[src/hdl/sorted_set_table_core_macros.svh]
// Assertion macros for the sorted set table core.
`ifndef SORTED_SET_TABLE_CORE_MACROS_SVH
`define SORTED_SET_TABLE_CORE_MACROS_SVH

`ifndef ASSERT_OFF
// Clocked check, disabled while reset is high.
`define SST_ASSERT(lbl, clk, rst, prop, msg) \
   lbl: assert property (@(posedge clk) disable iff (rst) (prop)) else $error(msg);
// Clocked check that also holds through reset.
`define SST_ASSERT_ALWAYS(lbl, clk, prop, msg) \
   lbl: assert property (@(posedge clk) (prop)) else $error(msg);
`else
`define SST_ASSERT(lbl, clk, rst, prop, msg)
`define SST_ASSERT_ALWAYS(lbl, clk, prop, msg)
`endif

`endif

[src/hdl/sst_pkg.sv]
// Shared field widths, codes and cell control types for the sorted set table.
package sst_pkg;

   localparam int ACTION_BITS     = 3;
   localparam int FIELD_KEY_BITS  = 32;
   localparam int POS_BITS        = 6;
   localparam int STATUS_BITS     = 3;
   localparam int COUNT_BITS      = 7;

   localparam logic [ACTION_BITS-1:0] ACT_INSERT  = 3'd0;
   localparam logic [ACTION_BITS-1:0] ACT_LOOKUP  = 3'd1;
   localparam logic [ACTION_BITS-1:0] ACT_DEL_KEY = 3'd2;
   localparam logic [ACTION_BITS-1:0] ACT_DEL_IDX = 3'd3;
   localparam logic [ACTION_BITS-1:0] ACT_READ    = 3'd4;

   localparam logic [STATUS_BITS-1:0] STAT_DONE      = 3'd0;
   localparam logic [STATUS_BITS-1:0] STAT_PRESENT   = 3'd1;
   localparam logic [STATUS_BITS-1:0] STAT_NOT_FOUND = 3'd2;
   localparam logic [STATUS_BITS-1:0] STAT_FULL      = 3'd3;
   localparam logic [STATUS_BITS-1:0] STAT_RANGE     = 3'd4;

   // Broadcast from the controller to every cell.
   typedef struct packed {
      logic capture;   // latch compare flags against the incoming request
      logic insert;    // open a gap at the insertion point and load the key
      logic remove;    // close the gap at the removal point
      logic use_pos;   // removal point comes from the index, not the key
   } cell_cmd_type;

   // Flags each cell reports back: lt, eq and sel are registered at capture, fge is derived from lt.
   typedef struct packed {
      logic lt;        // valid and holds a smaller key
      logic eq;        // valid and holds the request key
      logic sel;       // valid and sits at the requested index
      logic fge;       // first cell whose key is not smaller
   } cell_flag_type;

endpackage

[src/hdl/sst_cell.sv]
// One table slot: holds a key, compares it with the request and shifts with its neighbours.
module sst_cell import sst_pkg::*; #(
   parameter int KEY_BITS   = 32,
   parameter int DEPTH      = 64,
   parameter int CELL_INDEX = 0,
   localparam int CW        = $clog2(DEPTH + 1)
) (
   input  logic                clock,
   input  cell_cmd_type        cmd,
   input  logic [KEY_BITS-1:0] req_key,
   input  logic [POS_BITS-1:0] req_pos,
   input  logic [CW-1:0]       count,
   input  logic [KEY_BITS-1:0] ins_key,
   input  logic [KEY_BITS-1:0] left_key,
   input  logic                left_lt,
   input  logic [KEY_BITS-1:0] right_key,
   output logic [KEY_BITS-1:0] key,
   output cell_flag_type       flags
);

   localparam int CMPW = (CW > POS_BITS) ? CW : POS_BITS;

   logic [KEY_BITS-1:0] key_ff, key_in;
   logic                lt_ff, lt_in;
   logic                eq_ff, eq_in;
   logic                sel_ff, sel_in;
   logic                gep_ff, gep_in;
   logic                valid;
   logic                fge;

   assign valid = CW'(CELL_INDEX) < count;
   assign fge   = !lt_ff && left_lt;

   always_comb begin
      lt_in  = lt_ff;
      eq_in  = eq_ff;
      sel_in = sel_ff;
      gep_in = gep_ff;
      if (cmd.capture) begin
         lt_in  = valid && (key_ff < req_key);
         eq_in  = valid && (key_ff == req_key);
         sel_in = valid && (CMPW'(CELL_INDEX) == CMPW'(req_pos));
         gep_in = CMPW'(CELL_INDEX) >= CMPW'(req_pos);
      end
   end

   always_comb begin
      key_in = key_ff;
      if (cmd.insert) begin
         if (fge) begin
            key_in = ins_key;
         end else if (!lt_ff) begin
            key_in = left_key;
         end
      end else if (cmd.remove) begin
         if (cmd.use_pos ? gep_ff : !lt_ff) begin
            key_in = right_key;
         end
      end
   end

   always_ff @(posedge clock) begin
      key_ff <= key_in;
      lt_ff  <= lt_in;
      eq_ff  <= eq_in;
      sel_ff <= sel_in;
      gep_ff <= gep_in;
   end

   assign key       = key_ff;
   assign flags.lt  = lt_ff;
   assign flags.eq  = eq_ff;
   assign flags.sel = sel_ff;
   assign flags.fge = fge;

endmodule

[config.mk]
export PLATFORM = sky130hd
export DESIGN_NAME = sst_cell
export DESIGN_NICKNAME = d
export VERILOG_FILES = /design/src/hdl/sorted_set_table_core_macros.svh /design/src/hdl/sst_pkg.sv /design/src/hdl/sst_cell.sv
export SDC_FILE = /design/constraint.sdc
export NUM_CORES = 1
export LEC_CHECK = 0
export BUFFER_PORTS_ARGS = -buffer_cell sky130_fd_sc_hd__clkbuf_2
export CORE_MARGIN = 2
export CORE_UTILIZATION = 38
export DETAILED_ROUTE_END_ITERATION = 7
export PLACE_DENSITY_LB_ADDON = 0.05
export SYNTH_ARGS = -nofsm -noshare
export SYNTH_HDL_FRONTEND = slang
export SYNTH_SLANG_ARGS = --single-unit
[constraint.sdc]
create_clock -name clock -period 4 [get_ports clock]
set_clock_uncertainty 0.05 [all_clocks]
set_input_delay 1.2 -clock clock [delete_from_list [all_inputs] [get_ports clock]]
set_output_delay 1.2 -clock clock [all_outputs]
set_load 0.1 [all_outputs]
After elaboration in Yosys (flattened, before gate mapping)
Index checks and enable logic that the tools add are counted.

word-level totals
  register bits after elaboration = 36

cells by class
  magnitude comparators = 3
  equal/unequal tests = 2
  reduce and logical (&&, ||, !) cells = 9
  muxes and demuxes = 6

operators by type and width
  cell                  number
  $mux W32              5
  $eq A32 B32 Y1        1
  $lt A32 B32 Y1        1
  $lt A1 B7 Y1 const A  1
  $ge A1 B6 Y1 const A  1
  $logic_not A6 Y1      1
  $logic_and A1 B1 Y1   4
  $reduce_bool A2 Y1    2
  $ne A3 B2 Y1 const B  1
  $reduce_and A3 Y1     1
  $logic_not A1 Y1      1
  $mux W1               1

Depth between registers and ports, before layout
  depth after elaboration = 5
  gate-level depth with buffers = 7

Least setup slack after synthesis
No wires, ideal clock.

  path type = input to register
  from = input cmd[2] (netlist name)
  to = register key_ff[0], in the netlist key[0] (enable)
  slack = -0.308 ns
  library setup time = 0.466 ns
  cell stages on the path = 3
  data arrival time = 3.792 ns
  cells stage by stage = clkbuf_1 -> a21oi_1 -> o21ai_0

on the way
  word-level cells in the longest chain between the ends = 2
  elaborated cells on any way between the ends = 4
  classes of those cells = eq/ne: 1; reduce/logical: 3

RTL lines
  element                                                              line            source
  from (decl)                                                          sst_cell.sv:9   input cell_cmd_type cmd,
  $ne A3 B2 Y1 (no source line) or $reduce_bool A2 Y1 (tied branches)  --
  $reduce_and A3 Y1 (no source line) (*)                               --
  to (signal assigned)                                                 sst_cell.sv:63  key_ff <= key_in;
  to (decl)                                                            sst_cell.sv:23  logic [KEY_BITS-1:0] key_ff, key_in;

Every way passes the cells marked *; elsewhere a longest branch is shown, timed or not.
A chain may end at the register's enable or synchronous reset.

==> flow_summary.json <==
{
  "critical_path_class": "input pin to primary output",
  "number_of_global_route_vias_before_repair": 2444,
  "worst_setup_hold_path_clk_slew_ps": 70,
  "globalRouteMet2Util": 0.326,
  "seq_area_um2": 1080,
  "synth_area_leader_cell": "sky130_fd_sc_hd__edfxtp_1",
  "use_met1": 0.197,
  "die-area_um2": 7770,
  "postSynth.topFlopCell": "sky130_fd_sc_hd__edfxtp_1",
  "critical_path.startpoint_type": "input pin",
  "count_of_flip_flops_with_a_built_in_enable_after_synthesis": 36,
  "via_per_inst": 4.71,
  "syn-num-nets": 448,
  "grt_use_total": 0.180,
  "drc": 0,
  "total_leakage_power_nw": 1.92,
  "gp_congestion": 0.781,
  "timing_hold_violations_final": 0,
  "fp.coreArea_um2": 6830,
  "path_max_fanout": 2,
  "post_cts_resized": 0,
  "antenna_found_initial": 0,
  "finalWorstPathRequiredPeriod_ps": 3150,
  "grt_pass1_wl_um": 10600,
  "tritoncts_clock_tree": "built",
  "syn2layout_area_growth_pct": 39.9,
  "cts_buffers": 5,
  "setup_slack_ps": 846,
  "final_min_period_over_clock_period": 0.789,
  "worst-endpoint-required_ps": 2750,
  "grt_max_degree": 63,
  "num-nets-final": 625,
  "detail_route.first_pass.iterations": 4,
  "relSlewSlack": 0.522,
  "multi_input_area_um2": 1420,
  "post-dp-hpwl_um": 5930,
  "via_count": 2560,
  "cts_max_path_buffers": 2,
  "synth_cell_types": 31,
  "h_tree_levels": 2,
  "drv.max_cap_violation_count": 0,
  "grt_setup_unrepaired": "no",
  "power-per-cell-area_nw_per_um2": 331,
  "initial_core_util": 0.394,
  "clock-sinks": 36,
  "endpoint_kind": "primary output",
  "detail_route.wirelength_um": 7000,
  "wl_per_cell_um": 12.9,
  "setup_total_negative_slack_ps": 0,
  "achievable-frequency_mhz": 317,
  "grt_overflow": 0,
  "synth.yosys.seq_area_share": 0.402,
  "std_cell_rows": 30,
  "holdCritPathClass": "register to register",
  "fp.dieH_um": 88.1,
  "synth_top_cell_area_share": 0.402,
  "synthesis.area_um2": 2690,
  "fp.dieW_um": 88.1,
  "tightestPinTransition_ps": 715,
  "detailedRoute.firstIterationViolations": 41,
  "ys_top_cells_by_count": "sky130_fd_sc_hd__a21oi_1, sky130_fd_sc_hd__edfxtp_1, sky130_fd_sc_hd__nor2_1",
  "outcome": "completed",
  "cts_post_setup_buffers_inserted": 0,
  "cts_hold_buffers": 0,
  "post_synth.cell_area_avg_um2": 10.0,
  "grt_util_met3": 0.0697,
  "nFillCells": 688,
  "final-max-slew-violation-count": 0,
  "number_of_antenna_violating_nets_in_the_routed_design": 0,
  "dp_worst_setup_slack_ps": 834,
  "clock_latency_ps": 280,
  "max-vdd-ir-drop_mv": 0.130,
  "insertedDiodeCount": 0,
  "synthTopCellsByArea": "sky130_fd_sc_hd__edfxtp_1, sky130_fd_sc_hd__ha_1, sky130_fd_sc_hd__mux2i_1",
  "root_buffer": "sky130_fd_sc_hd__clkbuf_8",
  "ys_async_sr_fraction": 0,
  "yosysWarningCount": 0,
  "r2r_setup_slack_ps": 1970,
  "crit_arrival_ps": 1900,
  "synthesis.instances": 269,
  "layout-drive-gt1-share": 0.452,
  "synth_most_common_cell": "sky130_fd_sc_hd__a21oi_1",
  "yosys_register_bits": 36,
  "setup_violations": 0,
  "portBuffers": 182,
  "io_pins": 183,
  "gr-max-usage-layer": "met2"
}
## layout by cell type (no fill, tap or decap), drive strengths merged, types with 2 or more instances in the layout
master	n
nor2	34
edfxtp	36
a21o	4
nand4	8
nor2b	4
mux2i	32
o21ai	2
buf	3
ha	32
or4	2
clkbuf	188
inv	33
nand3	5
nand2	4
nor4	4
a21oi	47
## metal layers
layer / vias up / share of wire
li1: 1321 / -
met1: 1116 / 0.39
met2: 115 / 0.49
met3: 8 / 0.11
met4: 0 / 0.013
met5: - / 0
## final timing paths
kind / depth (start not counted) / end / from
setup / recovery: 3 / flags[0] / left_lt
hold / removal: 4 / lt_ff / key[31]
setup reg to reg: 6 / lt_ff / key[30]
hold reg to reg: 4 / lt_ff / key[31]
## flip-flops by register name, summed over array words and instances, names as in the netlist
signal and cells:
sel_ff 1, eq_ff 1, key 32, lt_ff 1
gep_ff 1
## per-stage QoR
stage,hold slack (ps),std cells,area [µm²],utilization,power [mW]
after floorplan,831,269,2690,-,0.870
after global placement,816,535,3680,0.538,1.00
after detailed placement,799,535,3680,0.538,1.01
after CTS,807,543,3760,0.551,1.26
after global routing,827,543,3760,0.551,1.31
final,799,543,3760,0.551,1.24
## kinds of logic after synthesis
logic type      count (synthesis)  synth area share
flops                          36             0.402
fa+ha+maj                      32             0.149
simple gates                   63             0.134
mux                            32             0.119
compound gates                 58             0.119
buf+inv                        48            0.0772
## report_power, final
part,switching (mW),internal [mW]
sequential,0.0184,0.460
combinational,0.364,0.150
clock,0.131,0.121
total,0.513,0.731
## critical path: stages
cell and delay, ps:
sky130_fd_sc_hd__clkbuf_2 80, sky130_fd_sc_hd__nor2b_4 150, sky130_fd_sc_hd__clkbuf_2 470
## layout make-up
type                       count  share of cell area
multi-input combinational    185               0.377
sequential                    36               0.287
timing repair buffer         185               0.248
inverter                      33              0.0329
tap                           96              0.0319
clock buffer                   6              0.0193
clock inverter                 2             0.00299
No activity file was read; power rests on OpenSTA's default activity.
